`config.mk`:
```
export PLATFORM = sky130hd
export DESIGN_NAME = coalesced_hash_table
export DESIGN_NICKNAME = d
export VERILOG_FILES = /design/src/sv/cht_pkg.sv /design/src/sv/coalesced_hash_table.sv /design/src/sv/cht_ram.sv /design/src/sv/cht_engine.sv
export VERILOG_INCLUDE_DIRS = /design/src /design/src/sv
export SDC_FILE = /design/constraint.sdc
export NUM_CORES = 2
export LEC_CHECK = 0
export ABC_CLOCK_PERIOD_IN_PS = 8830
export BUFFER_PORTS_ARGS = -buffer_cell sky130_fd_sc_hd__buf_2
export CORE_UTILIZATION = 45
export CTS_BUF_LIST = sky130_fd_sc_hd__clkbuf_2 sky130_fd_sc_hd__clkbuf_4 sky130_fd_sc_hd__clkbuf_8
export DETAILED_ROUTE_END_ITERATION = 12
export PLACE_DENSITY = 0.65
export SYNTH_ARGS = -nofsm -noshare
export SYNTH_HDL_FRONTEND = slang
export SYNTH_SLANG_ARGS = --single-unit
```
`constraint.sdc`:
```
create_clock -name clk -period 8.83 [get_ports clk]
set_input_delay 0.883 -clock clk [delete_from_list [all_inputs] [get_ports clk]]
set_output_delay 0.883 -clock clk [all_outputs]
set_load 0.02 [all_outputs]
```
`src/sv/coalesced_hash_table_macros.svh`:
```
// ----------------------------------------------------------------------------
// Coalesced hash table assertion macros
// Shared concurrent assertion forms for the RTL of the block.
// ----------------------------------------------------------------------------
`ifndef COALESCED_HASH_TABLE_MACROS_SVH
`define COALESCED_HASH_TABLE_MACROS_SVH

// clocked assertion, masked while reset is high
`define CHT_ASSERT(lbl, clk, rst, prop, msg) \
  lbl: assert property (@(posedge clk) disable iff (rst) prop) \
    else $error(msg);

// clocked assertion that also holds through reset
`define CHT_ASSERT_ALWAYS(lbl, clk, prop, msg) \
  lbl: assert property (@(posedge clk) prop) \
    else $error(msg);

`endif

```
`src/sv/cht_pkg.sv`:
```
// ----------------------------------------------------------------------------
// Coalesced hash table package
// Sizes, command and status codes, and shared types of the block.
// ----------------------------------------------------------------------------
`timescale 1ns / 1ps
`default_nettype none

package cht_pkg;

  localparam int TABLE_SLOTS = 7;
  localparam int KEY_W       = 31;
  localparam int DATA_W      = 32;
  localparam int IDX_W       = $clog2(TABLE_SLOTS);
  // slot codes reach TABLE_SLOTS itself, which marks "no successor"
  localparam int SLOT_W      = $clog2(TABLE_SLOTS + 1);
  localparam logic [SLOT_W-1:0] NO_NEXT = SLOT_W'(TABLE_SLOTS);

  // home slot = key mod TABLE_SLOTS through a reciprocal multiply
  localparam int RECIP_SH = KEY_W + $clog2(TABLE_SLOTS);
  localparam logic [63:0] RECIP_WIDE =
    ((64'd1 << RECIP_SH) + 64'(TABLE_SLOTS) - 64'd1) / 64'(TABLE_SLOTS);
  localparam int RECIP_W = KEY_W + 1;
  localparam logic [RECIP_W-1:0] RECIP = RECIP_WIDE[RECIP_W-1:0];
  localparam int PROD_W = KEY_W + RECIP_W;

  localparam int IN_DW  = ((KEY_W + DATA_W + 7) / 8) * 8;
  localparam int OUT_DW = ((SLOT_W + DATA_W + 7) / 8) * 8;

  localparam logic [1:0] CMD_SEARCH = 2'd0;
  localparam logic [1:0] CMD_INSERT = 2'd1;
  localparam logic [1:0] CMD_REMOVE = 2'd2;

  localparam logic [1:0] ST_DONE    = 2'd0;
  localparam logic [1:0] ST_DUP     = 2'd1;
  localparam logic [1:0] ST_FULL    = 2'd2;
  localparam logic [1:0] ST_MISSING = 2'd3;

  typedef struct packed {
    logic [1:0]        cmd;
    logic [KEY_W-1:0]  key;
    logic [DATA_W-1:0] data;
  } cht_item_t;

  typedef struct packed {
    logic              valid;
    logic [1:0]        status;
    logic [SLOT_W-1:0] slot;
    logic [DATA_W-1:0] data;
  } cht_res_t;

endpackage

`default_nettype wire

```
`src/sv/coalesced_hash_table.sv`:
```
// ----------------------------------------------------------------------------
// Coalesced hash table
// Search / insert / remove over a table with internal chaining.
// ----------------------------------------------------------------------------
// channel  dir  tdata (low bit up)             tuser
// s_*      in   key[30:0], entry_data[62:31]   command[1:0]
// m_*      out  slot[2:0], read_data[34:3]     status[1:0]
//
// Per item: multiply, remainder and start; the walk then reads each slot on
// the chain (up to 7) before decide, and an insert that links a fresh slot
// adds a link step. An empty home slot or an unknown command ends at start.
// The chain walk reads one slot per cycle from the slot RAMs; the next
// address comes straight from the successor field just read.
// Reset clears the used/deleted flag registers directly; no clearing pass.
// A result waits in its own register; a stalled m_tready holds the next
// item back only once that register is full and a new result is ready.
// ----------------------------------------------------------------------------
`timescale 1ns / 1ps
`default_nettype none

module coalesced_hash_table (
  input  wire logic                        clk,
  input  wire logic                        rst,
  input  wire logic                        s_tvalid,
  output logic                             s_tready,
  input  wire logic [cht_pkg::IN_DW-1:0]   s_tdata,  // key, entry_data, zero pad
  input  wire logic [1:0]                  s_tuser,  // command
  output logic                             m_tvalid,
  input  wire logic                        m_tready,
  output logic      [cht_pkg::OUT_DW-1:0]  m_tdata,  // slot, read_data, zero pad
  output logic      [1:0]                  m_tuser   // status
);

  localparam int KW = cht_pkg::KEY_W;
  localparam int DW = cht_pkg::DATA_W;
  localparam int SW = cht_pkg::SLOT_W;

  cht_pkg::cht_item_t item;
  cht_pkg::cht_res_t  res;
  logic               res_ready;

  logic [1:0]    out_status;
  logic [SW-1:0] out_slot;
  logic [DW-1:0] out_data;

  always_comb begin
    item.cmd  = s_tuser;
    item.key  = s_tdata[KW-1:0];
    item.data = s_tdata[KW+DW-1:KW];
  end

  cht_engine u_engine (
    .clk       (clk),
    .rst       (rst),
    .in_valid  (s_tvalid),
    .in_ready  (s_tready),
    .item      (item),
    .res       (res),
    .res_ready (res_ready)
  );

  // output register: loads a result when empty or being drained
  assign res_ready = !m_tvalid || m_tready;

  always_ff @(posedge clk) begin
    if (rst) begin
      m_tvalid <= 1'b0;
    end else if (res_ready) begin
      m_tvalid <= res.valid;
    end
  end

  always_ff @(posedge clk) begin
    if (res_ready && res.valid) begin
      out_status <= res.status;
      out_slot   <= res.slot;
      out_data   <= res.data;
    end
  end

  assign m_tdata = cht_pkg::OUT_DW'({out_data, out_slot});
  assign m_tuser = out_status;

endmodule

`default_nettype wire

```
`src/sv/cht_ram.sv`:
```
// ----------------------------------------------------------------------------
// Generic RAM
// One write port and one read port, read data registered.
// ----------------------------------------------------------------------------
`timescale 1ns / 1ps
`default_nettype none

module cht_ram #(
  parameter int WIDTH = 8,
  parameter int DEPTH = 8,
  localparam int AW = (DEPTH > 1) ? $clog2(DEPTH) : 1
) (
  input  wire logic             clk,
  input  wire logic             we,
  input  wire logic [AW-1:0]    waddr,
  input  wire logic [WIDTH-1:0] wdata,
  input  wire logic             re,
  input  wire logic [AW-1:0]    raddr,
  output logic      [WIDTH-1:0] rdata
);

  logic [WIDTH-1:0] mem [DEPTH];

  always_ff @(posedge clk) begin
    if (we) begin
      mem[waddr] <= wdata;
    end
    if (re) begin
      rdata <= mem[raddr];
    end
  end

endmodule

`default_nettype wire

```
`src/sv/cht_engine.sv`:
```
// ----------------------------------------------------------------------------
// Coalesced hash table engine
// Home slot remainder, chain walk over the slot RAMs, insert/remove updates.
// ----------------------------------------------------------------------------
`timescale 1ns / 1ps
`default_nettype none
`include "coalesced_hash_table_macros.svh"

module cht_engine (
  input  wire logic               clk,
  input  wire logic               rst,
  input  wire logic               in_valid,
  output logic                    in_ready,
  input  wire cht_pkg::cht_item_t item,
  output cht_pkg::cht_res_t       res,
  input  wire logic               res_ready
);

  localparam int N  = cht_pkg::TABLE_SLOTS;
  localparam int SW = cht_pkg::SLOT_W;
  localparam int IW = cht_pkg::IDX_W;
  localparam int KW = cht_pkg::KEY_W;
  localparam int DW = cht_pkg::DATA_W;
  localparam logic [SW-1:0] NSLOT = SW'(N);
  localparam logic [SW-1:0] NO_NEXT_C = cht_pkg::NO_NEXT;

  typedef enum logic [6:0] {
    S_IDLE   = 7'b0000001,
    S_MUL    = 7'b0000010,
    S_REM    = 7'b0000100,
    S_START  = 7'b0001000,
    S_WALK   = 7'b0010000,
    S_DECIDE = 7'b0100000,
    S_LINK   = 7'b1000000
  } state_t;

  // result holding register state
  typedef enum logic [1:0] {
    R_EMPTY = 2'b01,
    R_FULL  = 2'b10
  } res_state_t;

  state_t     state;
  res_state_t rstate;

  logic [1:0]                 cmd;
  logic [KW-1:0]              key;
  logic [DW-1:0]              data;
  logic [cht_pkg::PROD_W-1:0] prod;
  logic [SW-1:0]              home;
  logic [SW-1:0]              cur;
  logic [SW-1:0]              tail;
  logic [SW-1:0]              steps;
  logic [SW-1:0]              live;
  logic [SW-1:0]              dead_same;
  logic [SW-1:0]              dead_first;
  logic [SW-1:0]              free_reg;
  logic [DW-1:0]              live_data;
  logic [N-1:0]               used;
  logic [N-1:0]               deleted;
  logic [1:0]                 res_status;
  logic [SW-1:0]              res_slot;
  logic [DW-1:0]              res_data;

  // slot RAM ports
  logic             rd_en;
  logic [IW-1:0]    rd_addr;
  logic [KW+DW-1:0] kp_rdata;
  logic [SW-1:0]    nx_rdata;
  logic             kp_we;
  logic [IW-1:0]    kp_waddr;
  logic             nx_we;
  logic [IW-1:0]    nx_waddr;
  logic [SW-1:0]    nx_wdata;

  cht_ram #(.WIDTH(KW + DW), .DEPTH(N)) u_kp_ram (
    .clk   (clk),
    .we    (kp_we),
    .waddr (kp_waddr),
    .wdata ({key, data}),
    .re    (rd_en),
    .raddr (rd_addr),
    .rdata (kp_rdata)
  );

  cht_ram #(.WIDTH(SW), .DEPTH(N)) u_nx_ram (
    .clk   (clk),
    .we    (nx_we),
    .waddr (nx_waddr),
    .wdata (nx_wdata),
    .re    (rd_en),
    .raddr (rd_addr),
    .rdata (nx_rdata)
  );

  // remainder from the registered reciprocal product
  logic [KW-1:0] quot;
  logic [KW-1:0] rem_raw;
  logic [KW-1:0] rem_fix;

  always_comb begin
    quot    = KW'(prod >> cht_pkg::RECIP_SH);
    rem_raw = key - KW'(quot * KW'(N));
    rem_fix = (rem_raw >= KW'(N)) ? (rem_raw - KW'(N)) : rem_raw;
  end

  // chain walk step
  logic [KW-1:0] rd_key;
  logic [DW-1:0] rd_pay;
  logic [IW-1:0] cur_idx;
  logic [IW-1:0] home_idx;
  logic          hit;
  logic [SW-1:0] steps_inc;
  logic          walk_more;
  logic          cmd_ok;

  always_comb begin
    rd_key    = kp_rdata[KW+DW-1:DW];
    rd_pay    = kp_rdata[DW-1:0];
    cur_idx   = cur[IW-1:0];
    home_idx  = home[IW-1:0];
    hit       = used[cur_idx] && (rd_key == key);
    steps_inc = steps + SW'(1);
    walk_more = (steps_inc < NSLOT) && (nx_rdata < NSLOT);
    cmd_ok    = (cmd == cht_pkg::CMD_SEARCH) || (cmd == cht_pkg::CMD_INSERT) ||
                (cmd == cht_pkg::CMD_REMOVE);
  end

  // lowest never-used slot
  logic          free_found;
  logic [SW-1:0] free_slot;

  always_comb begin
    free_found = 1'b0;
    free_slot  = NO_NEXT_C;
    for (int i = N - 1; i >= 0; i--) begin
      if (!used[i]) begin
        free_found = 1'b1;
        free_slot  = SW'(i);
      end
    end
  end

  logic          reuse;
  logic [SW-1:0] reuse_slot;
  logic          home_fill;

  always_comb begin
    reuse      = (dead_same != NO_NEXT_C) || (dead_first != NO_NEXT_C);
    reuse_slot = (dead_same != NO_NEXT_C) ? dead_same : dead_first;
    home_fill  = (state == S_START) && (cmd == cht_pkg::CMD_INSERT) && !used[home_idx];
  end

  // RAM control
  always_comb begin
    rd_en    = 1'b0;
    rd_addr  = home_idx;
    kp_we    = 1'b0;
    kp_waddr = home_idx;
    nx_we    = 1'b0;
    nx_waddr = home_idx;
    nx_wdata = NO_NEXT_C;
    unique case (state)
      S_START: begin
        rd_en = cmd_ok && used[home_idx];
        if (home_fill) begin
          kp_we = 1'b1;
          nx_we = 1'b1;
        end
      end
      S_WALK: begin
        rd_en   = walk_more;
        rd_addr = nx_rdata[IW-1:0];
      end
      S_DECIDE: begin
        if ((cmd == cht_pkg::CMD_INSERT) && (live == NO_NEXT_C)) begin
          if (reuse) begin
            kp_we    = 1'b1;
            kp_waddr = reuse_slot[IW-1:0];
          end else if (free_found) begin
            kp_we    = 1'b1;
            kp_waddr = free_slot[IW-1:0];
            nx_we    = 1'b1;
            nx_waddr = free_slot[IW-1:0];
          end
        end
      end
      S_LINK: begin
        nx_we    = 1'b1;
        nx_waddr = tail[IW-1:0];
        nx_wdata = free_reg;
      end
      default: begin
      end
    endcase
  end

  assign in_ready = (state == S_IDLE) && (rstate == R_EMPTY);

  always_ff @(posedge clk) begin
    if (rst) begin
      state   <= S_IDLE;
      rstate  <= R_EMPTY;
      used    <= '0;
      deleted <= '0;
    end else begin
      if ((rstate == R_FULL) && res_ready) begin
        rstate <= R_EMPTY;
      end
      unique case (state)
        S_IDLE: begin
          if (in_valid && in_ready) begin
            cmd   <= item.cmd;
            key   <= item.key;
            data  <= item.data;
            state <= S_MUL;
          end
        end
        S_MUL: begin
          prod  <= cht_pkg::PROD_W'(key) * cht_pkg::PROD_W'(cht_pkg::RECIP);
          state <= S_REM;
        end
        S_REM: begin
          home  <= SW'(rem_fix);
          state <= S_START;
        end
        S_START: begin
          live       <= NO_NEXT_C;
          dead_same  <= NO_NEXT_C;
          dead_first <= NO_NEXT_C;
          live_data  <= '0;
          steps      <= '0;
          cur        <= home;
          tail       <= home;
          res_slot   <= '0;
          res_data   <= '0;
          res_status <= cht_pkg::ST_MISSING;
          if (!cmd_ok) begin
            rstate <= R_FULL;
            state  <= S_IDLE;
          end else if (!used[home_idx]) begin
            if (home_fill) begin
              used[home_idx]    <= 1'b1;
              deleted[home_idx] <= 1'b0;
              res_status        <= cht_pkg::ST_DONE;
              res_slot          <= home;
            end
            rstate <= R_FULL;
            state  <= S_IDLE;
          end else begin
            state <= S_WALK;
          end
        end
        S_WALK: begin
          tail  <= cur;
          steps <= steps_inc;
          if (used[cur_idx] && deleted[cur_idx]) begin
            if (dead_first == NO_NEXT_C) begin
              dead_first <= cur;
            end
            if (hit && (dead_same == NO_NEXT_C)) begin
              dead_same <= cur;
            end
          end else if (hit && (live == NO_NEXT_C)) begin
            live      <= cur;
            live_data <= rd_pay;
          end
          if (walk_more) begin
            cur <= nx_rdata;
          end else begin
            state <= S_DECIDE;
          end
        end
        S_DECIDE: begin
          res_status <= cht_pkg::ST_MISSING;
          res_slot   <= '0;
          res_data   <= '0;
          rstate     <= R_FULL;
          state      <= S_IDLE;
          if (cmd == cht_pkg::CMD_SEARCH) begin
            if (live != NO_NEXT_C) begin
              res_status <= cht_pkg::ST_DONE;
              res_slot   <= live;
              res_data   <= live_data;
            end
          end else if (cmd == cht_pkg::CMD_REMOVE) begin
            if (live != NO_NEXT_C) begin
              deleted[live[IW-1:0]] <= 1'b1;
              res_status            <= cht_pkg::ST_DONE;
              res_slot              <= live;
            end
          end else if (live != NO_NEXT_C) begin
            res_status <= cht_pkg::ST_DUP;
          end else if (reuse) begin
            used[reuse_slot[IW-1:0]]    <= 1'b1;
            deleted[reuse_slot[IW-1:0]] <= 1'b0;
            res_status                  <= cht_pkg::ST_DONE;
            res_slot                    <= reuse_slot;
          end else if (free_found) begin
            used[free_slot[IW-1:0]]    <= 1'b1;
            deleted[free_slot[IW-1:0]] <= 1'b0;
            free_reg                   <= free_slot;
            res_status                 <= cht_pkg::ST_DONE;
            res_slot                   <= free_slot;
            rstate                     <= R_EMPTY;
            state                      <= S_LINK;
          end else begin
            res_status <= cht_pkg::ST_FULL;
          end
        end
        S_LINK: begin
          rstate <= R_FULL;
          state  <= S_IDLE;
        end
        default: begin
          state <= S_IDLE;
        end
      endcase
    end
  end

  always_comb begin
    res.valid  = (rstate == R_FULL);
    res.status = res_status;
    res.slot   = res_slot;
    res.data   = res_data;
  end

  `CHT_ASSERT(a_accept_starts, clk, rst, (in_valid && in_ready) |=> (state == S_MUL), "accepted item did not start")
  `CHT_ASSERT(a_slot_zero, clk, rst, (res.valid && (res.status != cht_pkg::ST_DONE)) |-> (res.slot == '0), "slot not zero on failure")
  `CHT_ASSERT(a_data_search, clk, rst, (res.valid && (res.data != '0)) |-> ((res.status == cht_pkg::ST_DONE) && (cmd == cht_pkg::CMD_SEARCH)), "read data outside found search")
  `CHT_ASSERT(a_link_used, clk, rst, (state == S_LINK) |-> used[free_reg[IW-1:0]], "linked slot not marked used")
  `CHT_ASSERT_ALWAYS(a_walk_bound, clk, (state == S_WALK) |-> (steps < NSLOT), "chain walk ran past table size")

endmodule

`default_nettype wire

```
==> flow_metrics.env <==
export IMPL_slew_headroom=0.232
export IMPL_holdBufCountCts=0
export IMPL_die_h_um=310
export IMPL_antenna_found_initial=2
export IMPL_tns_ps=0
export IMPL_regMostFlops="u_engine.u_kp_ram.mem"
export IMPL_worst_slew_pin_slew_ps=1150
export IMPL_dieArea_mm2=0.0963
export IMPL_status="complete, no violations"
export IMPL_fin_crit_sh=0.904
export IMPL_crit_required_ps=9370
export IMPL_layout_nets=4312
export IMPL_post_cts_buffers=0
export IMPL_cts_root_buf="clkbuf_8"
export IMPL_powerDensity_mw_per_mm2=355
export IMPL_p_leak_nw=19.0
export IMPL_cts_buffers=132
export IMPL_cp_arrival_ps=8520
export IMPL_cts_clk_slew_worst_paths_ps=80
export IMPL_setup_viol=0
export IMPL_final_max_slew_viol_count=0
export IMPL_yosysWarnings=0
export IMPL_grt_pass1_wl_mm=151
export IMPL_hpwlAfterDp_mm=63.9
export IMPL_drtIter0Drc=1864
export IMPL_ys_types=82
export IMPL_clockBufferDepth=3
export IMPL_vias=26517
export IMPL_syn_area_mm2=0.0428
export IMPL_ant_nets=0
export IMPL_regToRegSetupSlack_ps=850
export IMPL_end_kind="flip-flop"
export IMPL_ir_drop_mv=0.929
export IMPL_remaining_drc_errors=0
export IMPL_reg2reg_from="u_engine.key[25]"
export IMPL_fp_dieW_um=310
export IMPL_wl_per_cell_um=19.4
export IMPL_critPathKind="reg -> reg"
export IMPL_ys_flop_type="edfxtp_1"
export IMPL_cts_repair_resize_count=0
export IMPL_regToRegEndpoint="u_engine.prod[60]"
export IMPL_dpl_cell_area_mm2=0.0449
export IMPL_clkSinkCount=776
export IMPL_min_path_type="in -> reg"
export IMPL_gp_congestion=0.914
export IMPL_grt_setup_unrepaired="no"
export IMPL_layout_common_cells="752 x edfxtp_1, 483 x nand2_1, 358 x inv_1"
export IMPL_cp_top_family="adder cells"
export IMPL_fmax_ghz=0.125
export IMPL_synthCells=3500
export IMPL_port_buffers=107
export IMPL_worstPathCellList="ha_1 > ha_1 > inv_1 > fa_1 > inv_1 > fa_1 > inv_1 > fa_1 > fa_1 > fa_1 > inv_1 > fa_1 > ha_1 > a21oi_1 > o21ai_0 > a221oi_1 > o2111ai_1 > a41oi_1 > o311ai_1 > a21o_1 > a21oi_1 > o221ai_1 > xor2_1"
export IMPL_ys_seq_elements=776
export IMPL_crit_path_frequent_cell="fa_1"
export IMPL_cts_tree="built"
export IMPL_seq_area_frac_synth=0.539
export IMPL_layout_commonest_cell="edfxtp_1"
export IMPL_largest_reg_flops=441
export IMPL_critical_path_buf_inv_count=4
export IMPL_fillers=8165
export IMPL_post_route_cells_drive_above_1_share=0.111
export IMPL_fin_skew_ps=54.5
export IMPL_hold_end="u_engine.key[18]"
export IMPL_start_kind="flip-flop"
export IMPL_first_global_vias=26560
export IMPL_path_max_fanout=13
export IMPL_slowest_stage="edfxtp_1"
export IMPL_drv_cap=0
export IMPL_fin_crit_ps=7980
export IMPL_grt_max_degree=117
export IMPL_start_util=0.456
export IMPL_drt_total_wl_mm=97.1
export IMPL_core_region_area_mm2=0.0937
export IMPL_num_io_pins=114
export IMPL_slowest_delay_ps=880
export IMPL_synth_edff_count=752
export IMPL_first_pass_iters=5
export IMPL_syn_to_final_growth_pct=10.9
export IMPL_track_usage=0.208
export IMPL_async_flop_share=0
export IMPL_grt_overflow_total=0
export IMPL_hold_violations=0
export IMPL_worst_skew_pair_late_latency_ps=810
export IMPL_std_cell_rows=112
export IMPL_h_tree_depth=4
export IMPL_synth_area_per_cell_um2=12.2
export IMPL_reg2reg_depth=23
export IMPL_finalInstanceArea_mm2=0.0474
export IMPL_hp_start="s_tdata[18]"
export IMPL_top_regs="u_engine.u_kp_ram.mem: 441 flops, u_engine.u_kp_ram.rdata: 63 flops"
export IMPL_vias_per_cell=5.29
export IMPL_min_path_cells=1
Yosys cell counts (14+ instances only):
| master | instances | area, um^2 |
|---|---|---|
| edfxtp_1 | 752 | 22600 |
| nand2_1 | 483 | 1810 |
| inv_1 | 358 | 1340 |
| ha_1 | 337 | 4220 |
| fa_1 | 239 | 4780 |
| a21oi_1 | 233 | 1170 |
| nand3_1 | 230 | 1150 |
| o21ai_0 | 118 | 591 |
| clkbuf_1 | 102 | 383 |
| nor2_1 | 88 | 330 |
| and2_1 | 75 | 469 |
| xor2_1 | 52 | 455 |
| nand4_1 | 31 | 194 |
| a21o_1 | 29 | 218 |
| xnor2_1 | 27 | 236 |
| nor3_1 | 26 | 130 |
| dfxtp_1 | 24 | 480 |
| nor4_1 | 22 | 138 |
| and3_1 | 17 | 106 |
| o21a_1 | 17 | 128 |
| nor2b_1 | 16 | 100 |
| buf_2 | 15 | 75.1 |
| nand2b_1 | 15 | 93.8 |
| a31oi_1 | 14 | 87.6 |
worst register-to-register path, stage by stage, from the launching register on:
cell and delay [ps]:
edfxtp_1 880, ha_1 300, ha_1 140, inv_1 60, fa_1 520, inv_1 50
fa_1 540, inv_1 60, fa_1 430, fa_1 510, fa_1 500, inv_1 60
fa_1 470, ha_1 370, a21oi_1 240, o21ai_0 130, a221oi_1 370, o2111ai_1 170
a41oi_1 570, o311ai_1 300, a21o_1 260, a21oi_1 390, o221ai_1 230, xor2_1 180
cells by family (layout without fill, tap and decap cells):
logic type / after synthesis / after routing / share of synthesized area
AO/OA/AOI/OAI: 517 / 517 / 0.0719
XOR/XNOR: 79 / 79 / 0.0162
adder cells (fa/ha/maj): 576 / 576 / 0.210
buffers and inverters: 493 / 748 / 0.0444
flip-flops: 776 / 776 / 0.539
multiplexers: 15 / 15 / 0.00468
other: 1 / 8 / 0.0000877
AND/OR/NAND/NOR: 1043 / 1043 / 0.113
layout make-up:
class | instances | area, um^2 | area share
inverter | 361 | 1370 | 0.0288
clock inverter | 43 | 325 | 0.00686
sequential | 776 | 23100 | 0.486
clock buffer | 184 | 2230 | 0.0471
timing repair buffer | 160 | 933 | 0.0197
antenna | 3 | 7.51 | 0.000158
tap | 1254 | 1570 | 0.0331
multi-input combinational | 2235 | 17900 | 0.378
through the flow:
step | setup slack [ps] | power (W) | hold WS [ps] | std cells | utilization
6_report | 847 | 0.0169 | 239 | 5016 | 0.506
5_1_grt | 354 | 0.0183 | 204 | 5015 | 0.506
3_5_place_dp | 869 | 0.0136 | 405 | 4786 | 0.478
4_1_cts | 783 | 0.0169 | 175 | 5013 | 0.506
2_1_floorplan | 1690 | 0.0111 | 400 | 3504 | -
3_3_place_gp | 932 | 0.0135 | 401 | 4786 | 0.478
report_power, final:
| part | switching [W] | internal (W) |
|---|---|---|
| sequential | 0.0000498 | 0.00432 |
| combinational | 0.00567 | 0.00363 |
| clock | 0.00148 | 0.00170 |
| total | 0.00720 | 0.00965 |
worst max path at each step:
stage / startpoint / end / slack (ps) / cells past startpoint
2_1_floorplan: u_engine.state[0] / u_engine.u_kp_ram.mem[1][0] / 1690 / 7
3_3_place_gp: u_engine.key[25] / u_engine.prod[60] / 930 / 23
3_5_place_dp: u_engine.key[25] / u_engine.prod[60] / 870 / 23
4_1_cts: u_engine.key[25] / u_engine.prod[60] / 780 / 23
5_1_grt: u_engine.key[25] / u_engine.prod[60] / 350 / 23
6_report: u_engine.key[25] / u_engine.prod[60] / 850 / 23
per-layer routing:
metal	vias up	track usage	wire length [um]
met5	-	0	0
met4	0	0.0771	2820
met3	180	0.0345	4860
met2	672	0.344	47100
met1	13011	0.276	42300
li1	12654	-	-
No activity file was read; power rests on OpenSTA's default activity.
